## src/hw/rtl/acl_pkg.sv

```systemverilog
// ----------------------------------------------------------------------------
// acl_pkg
// types, widths and constants of the calibrate and low-pass block
// ----------------------------------------------------------------------------
package acl_pkg;

  // output span in signed Q16, defaults are -1.0 and +1.0
  localparam int OUT_MIN = -65536;
  localparam int OUT_MAX = 65536;

  localparam int NUM_AXES   = 3;
  localparam int AXIS_W     = $clog2(NUM_AXES);
  localparam int DATA_W     = 24;
  localparam int RAW_W      = 16;
  localparam int SPAN_W     = RAW_W + 1;
  localparam int DEN_W      = RAW_W;
  localparam int MUL_W      = DATA_W + 1;
  localparam int PROD_W     = 2 * MUL_W;
  localparam int NUM_W      = 42;
  localparam int QUOT_W     = NUM_W + 1;
  localparam int K_W        = 17;
  localparam int K_FRAC     = 16;
  localparam int CFG_IDX_W  = 3;
  localparam int CFG_DATA_W = 17;

  localparam logic signed [MUL_W-1:0]  OUT_SPAN   = MUL_W'(OUT_MAX - OUT_MIN);
  localparam logic signed [DATA_W-1:0] OUT_MIN_V  = DATA_W'(OUT_MIN);
  localparam logic [K_W-1:0]           K_ONE      = K_W'(1 << K_FRAC);
  localparam logic [K_W-1:0]           K_RESET    = K_W'(6554);
  localparam logic signed [PROD_W-1:0] ROUND_HALF = PROD_W'(1 << (K_FRAC - 1));
  localparam logic signed [PROD_W-1:0] SAT_HI     = PROD_W'((1 << (DATA_W - 1)) - 1);
  localparam logic signed [PROD_W-1:0] SAT_LO     = -PROD_W'(1 << (DATA_W - 1));

  // configuration register indexes
  localparam logic [CFG_IDX_W-1:0] REG_CAL_MIN_X = 3'd0;
  localparam logic [CFG_IDX_W-1:0] REG_CAL_MAX_X = 3'd1;
  localparam logic [CFG_IDX_W-1:0] REG_CAL_MIN_Y = 3'd2;
  localparam logic [CFG_IDX_W-1:0] REG_CAL_MAX_Y = 3'd3;
  localparam logic [CFG_IDX_W-1:0] REG_CAL_MIN_Z = 3'd4;
  localparam logic [CFG_IDX_W-1:0] REG_CAL_MAX_Z = 3'd5;
  localparam logic [CFG_IDX_W-1:0] REG_LPF_K     = 3'd6;

  typedef struct packed {
    logic [7:0] frame_byte_0;
    logic [7:0] frame_byte_1;
    logic [7:0] frame_byte_2;
    logic [7:0] frame_byte_3;
    logic [7:0] frame_byte_4;
    logic [7:0] frame_byte_5;
  } in_item_t;

  typedef struct packed {
    logic signed [DATA_W-1:0] mapped_x;
    logic signed [DATA_W-1:0] mapped_y;
    logic signed [DATA_W-1:0] mapped_z;
    logic signed [DATA_W-1:0] filtered_x;
    logic signed [DATA_W-1:0] filtered_y;
    logic signed [DATA_W-1:0] filtered_z;
    logic [2:0]               span_error;
  } out_item_t;

  // divider request and response
  typedef struct packed {
    logic                     start;
    logic signed [NUM_W-1:0]  num;
    logic signed [SPAN_W-1:0] den;
  } div_req_t;

  typedef struct packed {
    logic                     done;
    logic signed [QUOT_W-1:0] quot;
  } div_rsp_t;

  // clamp a wide signed value to the 24-bit field range
  function automatic logic signed [DATA_W-1:0] sat24(input logic signed [PROD_W-1:0] v);
    logic signed [DATA_W-1:0] r;
    if (v > SAT_HI) begin
      r = SAT_HI[DATA_W-1:0];
    end else if (v < SAT_LO) begin
      r = SAT_LO[DATA_W-1:0];
    end else begin
      r = v[DATA_W-1:0];
    end
    return r;
  endfunction

endpackage

```

## src/hw/rtl/acl_mul.sv

```systemverilog
// ----------------------------------------------------------------------------
// acl_mul
// shared signed multiplier with registered product
// ----------------------------------------------------------------------------
module acl_mul import acl_pkg::*; (
  input  logic                     clk_i,
  input  logic signed [MUL_W-1:0]  a_i,
  input  logic signed [MUL_W-1:0]  b_i,
  output logic signed [PROD_W-1:0] prod_o
);

  logic signed [PROD_W-1:0] prod_q;

  // product register
  always_ff @(posedge clk_i) begin
    prod_q <= PROD_W'(a_i) * PROD_W'(b_i);
  end

  assign prod_o = prod_q;

endmodule

```

## src/hw/rtl/acl_div.sv

```systemverilog
// ----------------------------------------------------------------------------
// acl_div
// iterative signed divider, two quotient bits per cycle, truncates toward zero
// ----------------------------------------------------------------------------
module acl_div import acl_pkg::*; (
  input  logic     clk_i,
  input  logic     rst_ni,
  input  div_req_t req_i,
  output div_rsp_t rsp_o
);

  localparam int ITER  = NUM_W / 2;
  localparam int CNT_W = $clog2(ITER);

  logic                     busy_q;
  logic                     done_q;
  logic [CNT_W-1:0]         cnt_q;
  logic                     neg_q;
  logic [DEN_W-1:0]         den_q;
  logic [DEN_W-1:0]         rem_q;
  logic [NUM_W-1:0]         dvd_q;
  logic signed [QUOT_W-1:0] quot_q;

  logic [NUM_W-1:0]         num_mag;
  logic [SPAN_W-1:0]        den_abs;
  logic [DEN_W-1:0]         rem_v;
  logic [NUM_W-1:0]         dvd_v;
  logic [DEN_W:0]           trial;
  logic                     ge;
  logic signed [QUOT_W-1:0] quot_v;

  // operand magnitudes
  assign num_mag = req_i.num[NUM_W-1] ? NUM_W'(-req_i.num) : NUM_W'(req_i.num);
  assign den_abs = req_i.den[SPAN_W-1] ? SPAN_W'(-req_i.den) : SPAN_W'(req_i.den);

  // two restoring steps, quotient bits shift into the dividend register
  always_comb begin
    rem_v = rem_q;
    dvd_v = dvd_q;
    trial = '0;
    ge    = 1'b0;
    for (int i = 0; i < 2; i++) begin
      trial = {rem_v, dvd_v[NUM_W-1]};
      ge    = trial >= {1'b0, den_q};
      if (ge) begin
        trial = trial - {1'b0, den_q};
      end
      rem_v = trial[DEN_W-1:0];
      dvd_v = {dvd_v[NUM_W-2:0], ge};
    end
    quot_v = neg_q ? -$signed({1'b0, dvd_v}) : $signed({1'b0, dvd_v});
  end

  // iteration control
  always_ff @(posedge clk_i or negedge rst_ni) begin
    if (!rst_ni) begin
      busy_q <= 1'b0;
      done_q <= 1'b0;
      cnt_q  <= '0;
    end else if (req_i.start) begin
      busy_q <= 1'b1;
      done_q <= 1'b0;
      cnt_q  <= CNT_W'(ITER - 1);
    end else if (busy_q) begin
      if (cnt_q == '0) begin
        busy_q <= 1'b0;
        done_q <= 1'b1;
      end else begin
        cnt_q <= cnt_q - 1'b1;
      end
    end else begin
      done_q <= 1'b0;
    end
  end

  // datapath registers
  always_ff @(posedge clk_i) begin
    if (req_i.start) begin
      dvd_q <= num_mag;
      rem_q <= '0;
      den_q <= den_abs[DEN_W-1:0];
      neg_q <= req_i.num[NUM_W-1] ^ req_i.den[SPAN_W-1];
    end else if (busy_q) begin
      dvd_q <= dvd_v;
      rem_q <= rem_v;
      if (cnt_q == '0) begin
        quot_q <= quot_v;
      end
    end
  end

  assign rsp_o.done = done_q;
  assign rsp_o.quot = quot_q;

endmodule

```

## src/hw/rtl/axis_calibrate_lowpass.sv

```systemverilog
// ----------------------------------------------------------------------------
// axis_calibrate_lowpass
// Takes one six-byte frame of three little-endian signed 16-bit readings,
// maps each axis linearly from its calibrated span onto the output span in
// signed Q16 (no clamping, result saturated to 24 bits; a zero span gives the
// output minimum and sets that axis's span_error bit) and runs it through a
// first-order low-pass with coefficient lpf_k in Q1.16. Per axis, the
// iterative divider turns the scaled offset into the mapped value and the
// shared multiplier forms both the scaled offset and the filter step; a
// zero-span axis skips the divider. A result waits in an output register,
// and the next item can be taken from the cycle after the previous result
// is loaded. Configuration must be written only while the block is idle;
// the block itself does not enforce this.
// ----------------------------------------------------------------------------
module axis_calibrate_lowpass import acl_pkg::*; (
  input  logic                  clk_i,
  input  logic                  rst_ni,
  input  logic                  in_valid_i,
  output logic                  in_stall_o,
  input  in_item_t              in_data_i,
  output logic                  out_valid_o,
  input  logic                  out_stall_i,
  output out_item_t             out_data_o,
  input  logic                  cfg_we_i,
  input  logic [CFG_IDX_W-1:0]  cfg_idx_i,
  input  logic [CFG_DATA_W-1:0] cfg_data_i
);

  typedef enum logic [2:0] {
    ST_IDLE,
    ST_MAP_MUL,
    ST_MAP_DIV,
    ST_DIV_WAIT,
    ST_FLT_MUL,
    ST_FLT_UPD,
    ST_DONE
  } state_e;

  state_e                   state_q;
  logic [AXIS_W-1:0]        axis_q;
  in_item_t                 in_q;
  logic signed [DATA_W-1:0] mapped_q [NUM_AXES];
  logic signed [DATA_W-1:0] fv_q     [NUM_AXES];
  logic [2:0]               err_q;
  logic                     out_valid_q;
  out_item_t                out_q;

  logic signed [RAW_W-1:0]  cal_lo_q [NUM_AXES];
  logic signed [RAW_W-1:0]  cal_hi_q [NUM_AXES];
  logic [K_W-1:0]           k_q;

  logic signed [RAW_W-1:0]  raw      [NUM_AXES];
  logic signed [SPAN_W-1:0] offset;
  logic signed [SPAN_W-1:0] span;
  logic signed [MUL_W-1:0]  diff;
  logic [K_W-1:0]           k_eff;
  logic signed [MUL_W-1:0]  mul_a;
  logic signed [MUL_W-1:0]  mul_b;
  logic signed [PROD_W-1:0] prod;
  logic signed [PROD_W-1:0] step;
  logic signed [PROD_W-1:0] upd;
  logic signed [PROD_W-1:0] map_sum;
  div_req_t                 div_req;
  div_rsp_t                 div_rsp;

  // configuration registers
  always_ff @(posedge clk_i or negedge rst_ni) begin
    if (!rst_ni) begin
      for (int a = 0; a < NUM_AXES; a++) begin
        cal_lo_q[a] <= '0;
        cal_hi_q[a] <= '0;
      end
      k_q <= K_RESET;
    end else if (cfg_we_i) begin
      unique case (cfg_idx_i)
        REG_CAL_MIN_X: cal_lo_q[0] <= cfg_data_i[RAW_W-1:0];
        REG_CAL_MAX_X: cal_hi_q[0] <= cfg_data_i[RAW_W-1:0];
        REG_CAL_MIN_Y: cal_lo_q[1] <= cfg_data_i[RAW_W-1:0];
        REG_CAL_MAX_Y: cal_hi_q[1] <= cfg_data_i[RAW_W-1:0];
        REG_CAL_MIN_Z: cal_lo_q[2] <= cfg_data_i[RAW_W-1:0];
        REG_CAL_MAX_Z: cal_hi_q[2] <= cfg_data_i[RAW_W-1:0];
        REG_LPF_K:     k_q         <= cfg_data_i[K_W-1:0];
        default: ;
      endcase
    end
  end

  // raw readings from the captured frame
  assign raw[0] = {in_q.frame_byte_1, in_q.frame_byte_0};
  assign raw[1] = {in_q.frame_byte_3, in_q.frame_byte_2};
  assign raw[2] = {in_q.frame_byte_5, in_q.frame_byte_4};

  // per-axis operands
  assign offset = SPAN_W'(raw[axis_q]) - SPAN_W'(cal_lo_q[axis_q]);
  assign span   = SPAN_W'(cal_hi_q[axis_q]) - SPAN_W'(cal_lo_q[axis_q]);
  assign diff   = MUL_W'(mapped_q[axis_q]) - MUL_W'(fv_q[axis_q]);
  assign k_eff  = (k_q > K_ONE) ? K_ONE : k_q;

  // shared multiplier: scaled offset, then filter step
  assign mul_a = (state_q == ST_FLT_MUL) ? diff : MUL_W'(offset);
  assign mul_b = (state_q == ST_FLT_MUL) ? $signed({{(MUL_W-K_W){1'b0}}, k_eff}) : OUT_SPAN;

  acl_mul u_mul (
    .clk_i  (clk_i),
    .a_i    (mul_a),
    .b_i    (mul_b),
    .prod_o (prod)
  );

  // divider request
  assign div_req.start = (state_q == ST_MAP_DIV) && (span != '0);
  assign div_req.num   = prod[NUM_W-1:0];
  assign div_req.den   = span;

  acl_div u_div (
    .clk_i  (clk_i),
    .rst_ni (rst_ni),
    .req_i  (div_req),
    .rsp_o  (div_rsp)
  );

  // mapped value and filter update
  assign map_sum = PROD_W'(OUT_MIN_V)
                 + {{(PROD_W-QUOT_W){div_rsp.quot[QUOT_W-1]}}, div_rsp.quot};
  assign step    = (prod + ROUND_HALF) >>> K_FRAC;
  assign upd     = PROD_W'(fv_q[axis_q]) + step;

  // sequencer and result registers
  always_ff @(posedge clk_i or negedge rst_ni) begin
    if (!rst_ni) begin
      state_q     <= ST_IDLE;
      axis_q      <= '0;
      in_q        <= '0;
      err_q       <= '0;
      out_valid_q <= 1'b0;
      out_q       <= '0;
      for (int a = 0; a < NUM_AXES; a++) begin
        mapped_q[a] <= '0;
        fv_q[a]     <= '0;
      end
    end else begin
      if (out_valid_q && !out_stall_i && (state_q != ST_DONE)) begin
        out_valid_q <= 1'b0;
      end
      unique case (state_q)
        ST_IDLE: begin
          if (in_valid_i) begin
            in_q    <= in_data_i;
            axis_q  <= '0;
            err_q   <= '0;
            state_q <= ST_MAP_MUL;
          end
        end
        ST_MAP_MUL: begin
          state_q <= ST_MAP_DIV;
        end
        ST_MAP_DIV: begin
          if (span == '0) begin
            mapped_q[axis_q] <= OUT_MIN_V;
            err_q[axis_q]    <= 1'b1;
            state_q          <= ST_FLT_MUL;
          end else begin
            state_q <= ST_DIV_WAIT;
          end
        end
        ST_DIV_WAIT: begin
          if (div_rsp.done) begin
            mapped_q[axis_q] <= sat24(map_sum);
            state_q          <= ST_FLT_MUL;
          end
        end
        ST_FLT_MUL: begin
          state_q <= ST_FLT_UPD;
        end
        ST_FLT_UPD: begin
          fv_q[axis_q] <= sat24(upd);
          if (axis_q == AXIS_W'(NUM_AXES - 1)) begin
            state_q <= ST_DONE;
          end else begin
            axis_q  <= axis_q + 1'b1;
            state_q <= ST_MAP_MUL;
          end
        end
        ST_DONE: begin
          if (!out_valid_q || !out_stall_i) begin
            out_q.mapped_x   <= mapped_q[0];
            out_q.mapped_y   <= mapped_q[1];
            out_q.mapped_z   <= mapped_q[2];
            out_q.filtered_x <= fv_q[0];
            out_q.filtered_y <= fv_q[1];
            out_q.filtered_z <= fv_q[2];
            out_q.span_error <= err_q;
            out_valid_q      <= 1'b1;
            state_q          <= ST_IDLE;
          end
        end
        default: state_q <= ST_IDLE;
      endcase
    end
  end

  assign in_stall_o  = (state_q != ST_IDLE);
  assign out_valid_o = out_valid_q;
  assign out_data_o  = out_q;

endmodule

```

## config.mk

```make
export PLATFORM = sky130hd
export DESIGN_NAME = axis_calibrate_lowpass
export DESIGN_NICKNAME = d
export VERILOG_FILES = /design/src/hw/rtl/acl_pkg.sv /design/src/hw/rtl/acl_mul.sv /design/src/hw/rtl/acl_div.sv /design/src/hw/rtl/axis_calibrate_lowpass.sv
export SDC_FILE = /design/constraint.sdc
export NUM_CORES = 2
export LEC_CHECK = 0
export ABC_AREA = 1
export BUFFER_PORTS_ARGS = -buffer_cell sky130_fd_sc_hd__buf_4
export CORE_MARGIN = 2
export CORE_UTILIZATION = 27
export CTS_CLUSTER_DIAMETER = 100
export CTS_CLUSTER_SIZE = 8
export DETAILED_ROUTE_END_ITERATION = 16
export PLACE_DENSITY = 0.48
export SYNTH_ARGS = -nofsm -noshare
export SYNTH_HDL_FRONTEND = slang
export SYNTH_SLANG_ARGS = --single-unit
export TNS_END_PERCENT = 1
```

## constraint.sdc

```tcl
create_clock -name clk_i -period 11.9 [get_ports clk_i]
set_clock_uncertainty 0.1 [all_clocks]
set_input_delay 0.595 -clock clk_i [delete_from_list [all_inputs] [get_ports clk_i]]
set_output_delay 0.595 -clock clk_i [all_outputs]
set_load 0.005 [all_outputs]
```

* Yosys cells after proc, flatten, opt, wreduce, memory -nomap -nowiden
Index checks and enable logic that the tools add are counted.
Operators by class: add/sub/neg operators 13, multiply operators 1, order comparisons 11, equality and inequality tests 21, mux-type cells 65, bitwise operators 7, reduce and logical (&&, ||, !) cells 33
Operators by type and width (number):
- $mux W24 | 12
- $mux W42 | 4
- $bwmux W72 | 2
- $mux W16 | 9
- $mux W72 | 2
- $pmux W72 S2 | 1
- $bmux W16 S2 | 3
- $bmux W24 S2 | 2
- $add A50 B17 Y50 const B | 1
- $and A48 B48 Y48 | 1
- $demux W24 S2 | 1
- $not A48 Y48 | 1
- $add A17 B43 Y44 const A | 1
- $gt A44 B24 Y1 const B | 1
- $lt A44 B24 Y1 const B | 1
- $mul A25 B19 Y44 | 1
- $neg A42 Y43 | 1
- $neg A42 Y42 | 1
- $add A24 B34 Y35 | 1
- $gt A35 B24 Y1 const B | 1
- $lt A35 B24 Y1 const B | 1
- $ge A17 B16 Y1 | 2
- $sub A16 B16 Y17 | 2
- $sub A16 B16 Y16 | 2
- 43 further kinds | 97
Storage, ports and cells: register bits after elaboration 636, input bits 73, output and inout port bits 149, word-level logic and storage cells 191

* Depth between registers and ports, before layout
depth after elaboration 10, mapped depth 44, gate-level depth less buffers 42

* Hierarchy
Synthesis repeated with hierarchy kept, for this count alone.
Second synthesis, totals: cell total of the unflattened synthesis 8366, area, all modules 63035.5 um^2
Modules (own cells, without submodules):
- axis_calibrate_lowpass | instances 1, cells an instance 3734, area each 27639.0 um^2, seq. area each 11544.8 um^2
- acl_mul | instances 1, cells an instance 3447, area each 26284.0 um^2, seq. area each 1001.0 um^2
- acl_div | instances 1, cells an instance 1185, area each 9112.5 um^2, seq. area each 3558.4 um^2

* Worst setup path before layout
OpenSTA, ideal clock, no wires.
kind register -> register, start register axis_q[0], end register u_mul.prod_q[37] (netlist: u_mul.prod_o[37]), library setup time 120 ps, arrival 8691 ps, required time 11680 ps, slack 2990 ps, cell stages (with the launch flop) 44, path buffers 4, period minus slack after synthesis 8910 ps, cell sequence dfrtp_1 > inv_1 > clkbuf_1 > clkbuf_1 > buf_1 > nor2_1 > o21ai_0 > ha_1 > inv_1 > fa_1 > nand3_1 > nand2_1 > nand2_1 > nand2_1 > nand3_1 > nand2_1 > xor2_1 > nor2_1 > [8 not listed] > inv_1 > fa_1 > fa_1 > inv_1 > fa_1 > inv_1 > ha_1 > a21oi_1 > inv_1 > a21oi_1 > inv_1 > a21oi_1 > o21ai_0 > a21oi_1 > o21ai_0 > nand2_1 > nand3_1 > xor2_1
On the way: cells in the longest elaborated chain, start to end 7, elaborated cells between the ends (all ways) 17, those cells by class add/sub: 2; mul: 1; mux: 13; bitwise: 1
RTL lines:
- start, declared | RTL line axis_calibrate_lowpass.sv:40 | logic [AXIS_W-1:0] axis_q;
- start signal, assigned | RTL line axis_calibrate_lowpass.sv:180 | axis_q <= axis_q + 1'b1;
- $not A2 Y3 (not written as such) * | RTL line axis_calibrate_lowpass.sv:94, axis_calibrate_lowpass.sv:96
- $bmux W24 S2 / $bmux W16 S2 (equally long branches) | RTL line axis_calibrate_lowpass.sv:96, axis_calibrate_lowpass.sv:94
- $mux W24 (not written as such) / $mux W16 (equally long branches) (2 in a row) | RTL line axis_calibrate_lowpass.sv:96, axis_calibrate_lowpass.sv:94
- $sub A24 B24 Y25 / $sub A16 B16 Y17 (equally long branches) | RTL line axis_calibrate_lowpass.sv:96, axis_calibrate_lowpass.sv:94
- $mux W25 * | RTL line axis_calibrate_lowpass.sv:100 | assign mul_a = (state_q == ST_FLT_MUL) ? diff : MUL_W'(offset);
- $mul A25 B19 Y44 * | RTL line acl_mul.sv:16 | prod_q <= PROD_W'(a_i) * PROD_W'(b_i);
- end signal, assigned | RTL line acl_mul.sv:16
- end, declared | RTL line acl_mul.sv:12 | logic signed [PROD_W-1:0] prod_q;
Mark *: on every way between the ends. The rest lies on a longest branch, timed or not. The select of a mux whose other input is x is not followed. A chain may end at the register's enable or synchronous reset.

* Final worst setup path
start register axis_q[1], end register u_mul.prod_q[38] (netlist: u_mul.prod_o[38])
Same word-level chain as after synthesis.

==> run_results.csv <==
group,metric,value,unit
route,totalWireLength,196000,um
route,vias,46900,
synthesis,synth_top_area_share,21.5,%
placement,port_buffers,221,
synthesis,ys_async_sr_fraction,74.3,%
route,drt_pre_antenna_iters,6,
clock_network,cts_resized,0,
synthesis,synth_edf_count,102,
power,power_frac_comb,31.5,%
cells_and_area,final_common_cell,"nand2_1",
synthesis,seq_area_frac_synth,29.8,%
sta,fin_setup_tns,0,ns
grt,grt_pass1_wl,298000,um
synthesis,synth_area_per_cell,7.63,um^2
power,irDropWorstVdd,0.116,mV
cells_and_area,multiInputGateArea,32000,um^2
setup_path,cp_slowest_cell,"o21ai_0",
route,drc,0,
clock_network,h-tree-depth,3,
route,drtIter0Drc,3814,
min_path,hp-class,"in -> reg",
synthesis,synth.net_count,7798,
setup_path,crit_required,12.38,ns
sta,min_period,10.83,ns
cells_and_area,seq_area,16000,um^2
floorplanning,die-width,450,um
power,p_clk_share,34.3,%
setup_path,worstPathArrival,11.31,ns
sta,finalMaxSlewViolations,0,
clock_network,cts_buffers,91,
cells_and_area,layout-drive-gt1-share,7.61,%
grt,grt_max_degree,167,
sta,fin_crit_sh,91.0,%
power,sw_frac_of_total,38.7,%
setup_path,r2r_cells,38,
clock_network,cts.root.buffer_cell,"clkbuf_16",
synthesis,syn_inst,7027,
grt,antenna_found_initial,2,
sta,setup_viol,0,
power,switchingPower,2.79,mW
sta,grt_setup_unrepaired,"false",
floorplanning,coreArea,197000,um^2
power,p_per_area,117,nW/um^2
floorplanning,chipHeight,450,um
job,cap_violations,0,
clock_network,post_cts_buffers,0,
power,power_leakage,31.1,nW
route,wire_per_inst,19.8,um
synthesis,ys.flop_type,"dfrtp_1",
clock_network,clkTransAtPathRegs,0.06,ns
sta,fmax,92.3,MHz
route,ant_nets,0,
power,p_int,4.42,mW
clock_network,cts_tree,"done",
cells_and_area,mostFrequentLayoutCells,"nand2_1 (1804), inv_1 (1256), o21ai_0 (634), nor2_1 (569), dfrtp_1 (459)",
floorplanning,dieArea,202000,um^2
status,status,"completed",
grt,grt.total_usage,19.2,%
setup_path,start_kind,"flop",
cells_and_area,post-route-util,31.2,%
synthesis,synth_seq_cells,630,
synthesis,yosys.area.top_type,"dfrtp_1",
placement,finalWeightedCongestion,0.972,
grt,first_global_vias,47500,
power,seq_power_share,34.2,%
cells_and_area,n_fill_cell,21300,
route,viasPerCell,4.72,
cells_and_area,nets,8011,
setup_path,crit_fanout,16,
setup_path,critPathMaxStageDelay,0.63,ns
synthesis,yosysWarnings,0,
sta,finalHoldViolCount,0,
sta,slew_headroom,15.9,%
synthesis,synthTopCellsByArea,"dfrtp_1 (22%), fa_1 (17%), nand2_1 (13%)",
sta,tightest_slew,1.26,ns
floorplanning,num_rows,163,
clock_network,cts.path.max_buffers,3,
clock_network,clkLatencyLatePin,0.73,ns
setup_path,crit_type,"reg -> reg",
floorplanning,io_pins,222,
placement,post-dp-hpwl,156000,um
setup_path,endpoint_kind,"flop",
clock_network,cts_sinks,630,
min_path,min_path_cells,3,
cells_and_area,area_growth,14.8,%
synthesis,ys_types,56,
synthesis,synth_area,53600,um^2
grt,grt_overflow,0,
floorplanning,initial_core_util,27.2,%
-- area by class of cell --
type                    instances  share of cell area [%]
multi-input cells            4895                    52.0
clock inverters                 9                   0.252
inverters                    1271                    7.76
diodes                          2                 0.00814
well taps                    2640                    5.37
flip-flops and latches        630                    26.0
clock buffers                 127                    4.02
repair buffers                351                    4.56
-- stage by stage --
| step | power, mW | setup slack, ns | cell area, um^2 | std cells | hold slack (ns) |
|---|---|---|---|---|---|
| after floorplan | 3.80 | 2.99 | 53600 | 7027 | 0.199 |
| after global placement | 4.74 | 1.44 | 58400 | 9742 | 0.353 |
| after detailed placement | 4.75 | 1.29 | 58400 | 9742 | 0.354 |
| after CTS | 7.28 | 1.24 | 61500 | 9923 | 0.00257 |
| after global routing | 7.59 | 0.447 | 61500 | 9923 | 0.0362 |
| final | 7.21 | 1.07 | 61500 | 9925 | 0.0739 |
-- state kept, by name, indices dropped and copies added, names as in the netlist, 2 cells and up --
signal and cells:
u_div.dvd_q 42, k_q 17, cal_lo_q 48, u_div.rem_q 16, fv_q 72, state_q 3, out_data_o 147, err_q 3
cal_hi_q 48, u_div.cnt_q 5, mapped_q 72, u_mul.prod_o 44, u_div.den_q 16, in_q 48, axis_q 2, u_div.quot_q 43
-- cell usage after synthesis, types with 25 or more instances --
cell type  number
dfrtp_1       461
clkbuf_1      194
dfxtp_1        60
o21a_1         25
nand2_1      1806
a31oi_1        35
mux2_2         48
or2_2          56
fa_1          451
nor3_1         56
nor2_1        573
inv_1        1257
nor4_1         36
xor2_1        172
ha_1          247
edfxtp_1      102
o21ai_0       636
xnor2_1        56
nand3_1       243
a21oi_1       274
nand4_1        55
-- routing by layer --
layer	wire, um	vias up	track usage [%]
met3	10500	217	2.35
met4	5110	0	5.08
met2	91100	1333	31.7
met5	0	-	0
met1	89500	23100	26.5
li1	-	22300	-
-- path summary, 6_finish.rpt --
path / startpoint / end / slack, ns
worst max-delay path: axis_q[1] / u_mul.prod_o[38] / 1.07
worst min-delay path: in_data_i[22] / in_q[22] / 0.07
worst max register to register: axis_q[1] / u_mul.prod_o[38] / 1.07
worst min register to register: in_q[35] / in_q[35] / 0.37
max in group asynchronous: rst_ni / cal_hi_q[23] / 9.08
min in group asynchronous: rst_ni / out_data_o[73] / 0.36
-- critical path, delay by kind of cell (launching register included) --
family / cells / cell delay, ns
AOI/OAI and AO/OA: 8 / 2.69
adders and majority gates: 9 / 4.33
and+or+nand+nor: 11 / 1.89
xor gates and xnor gates: 1 / 0.15
buffers and inverters: 9 / 1.17
DFF: 1 / 0.36
-- kinds of logic after synthesis --
kind of cell	Yosys count	synth area share, %
DFF	630	29.8
buffers and inverters	1502	10.6
muxes	48	1.01
and+or+nand+nor	2857	21.6
adders and majority gates	698	22.6
xor gates and xnor gates	228	3.73
AOI/OAI and AO/OA	1064	10.6
-- power groups by stage --
stage	combinational (mW)	clock (mW)	sequential, mW
2_1_floorplan	1.40	0	2.40
3_3_place_gp	2.24	0	2.50
3_5_place_dp	2.25	0	2.50
4_1_cts	2.27	2.55	2.46
5_1_grt	2.50	2.63	2.47
6_report	2.27	2.47	2.46
-- timing repair --
action                                  CTS  global route
hold buffers                             45             0
endpoints found under the setup margin    0             0
hold endpoints to repair                132             0
Note: power is estimated with default switching activity, not from simulation.
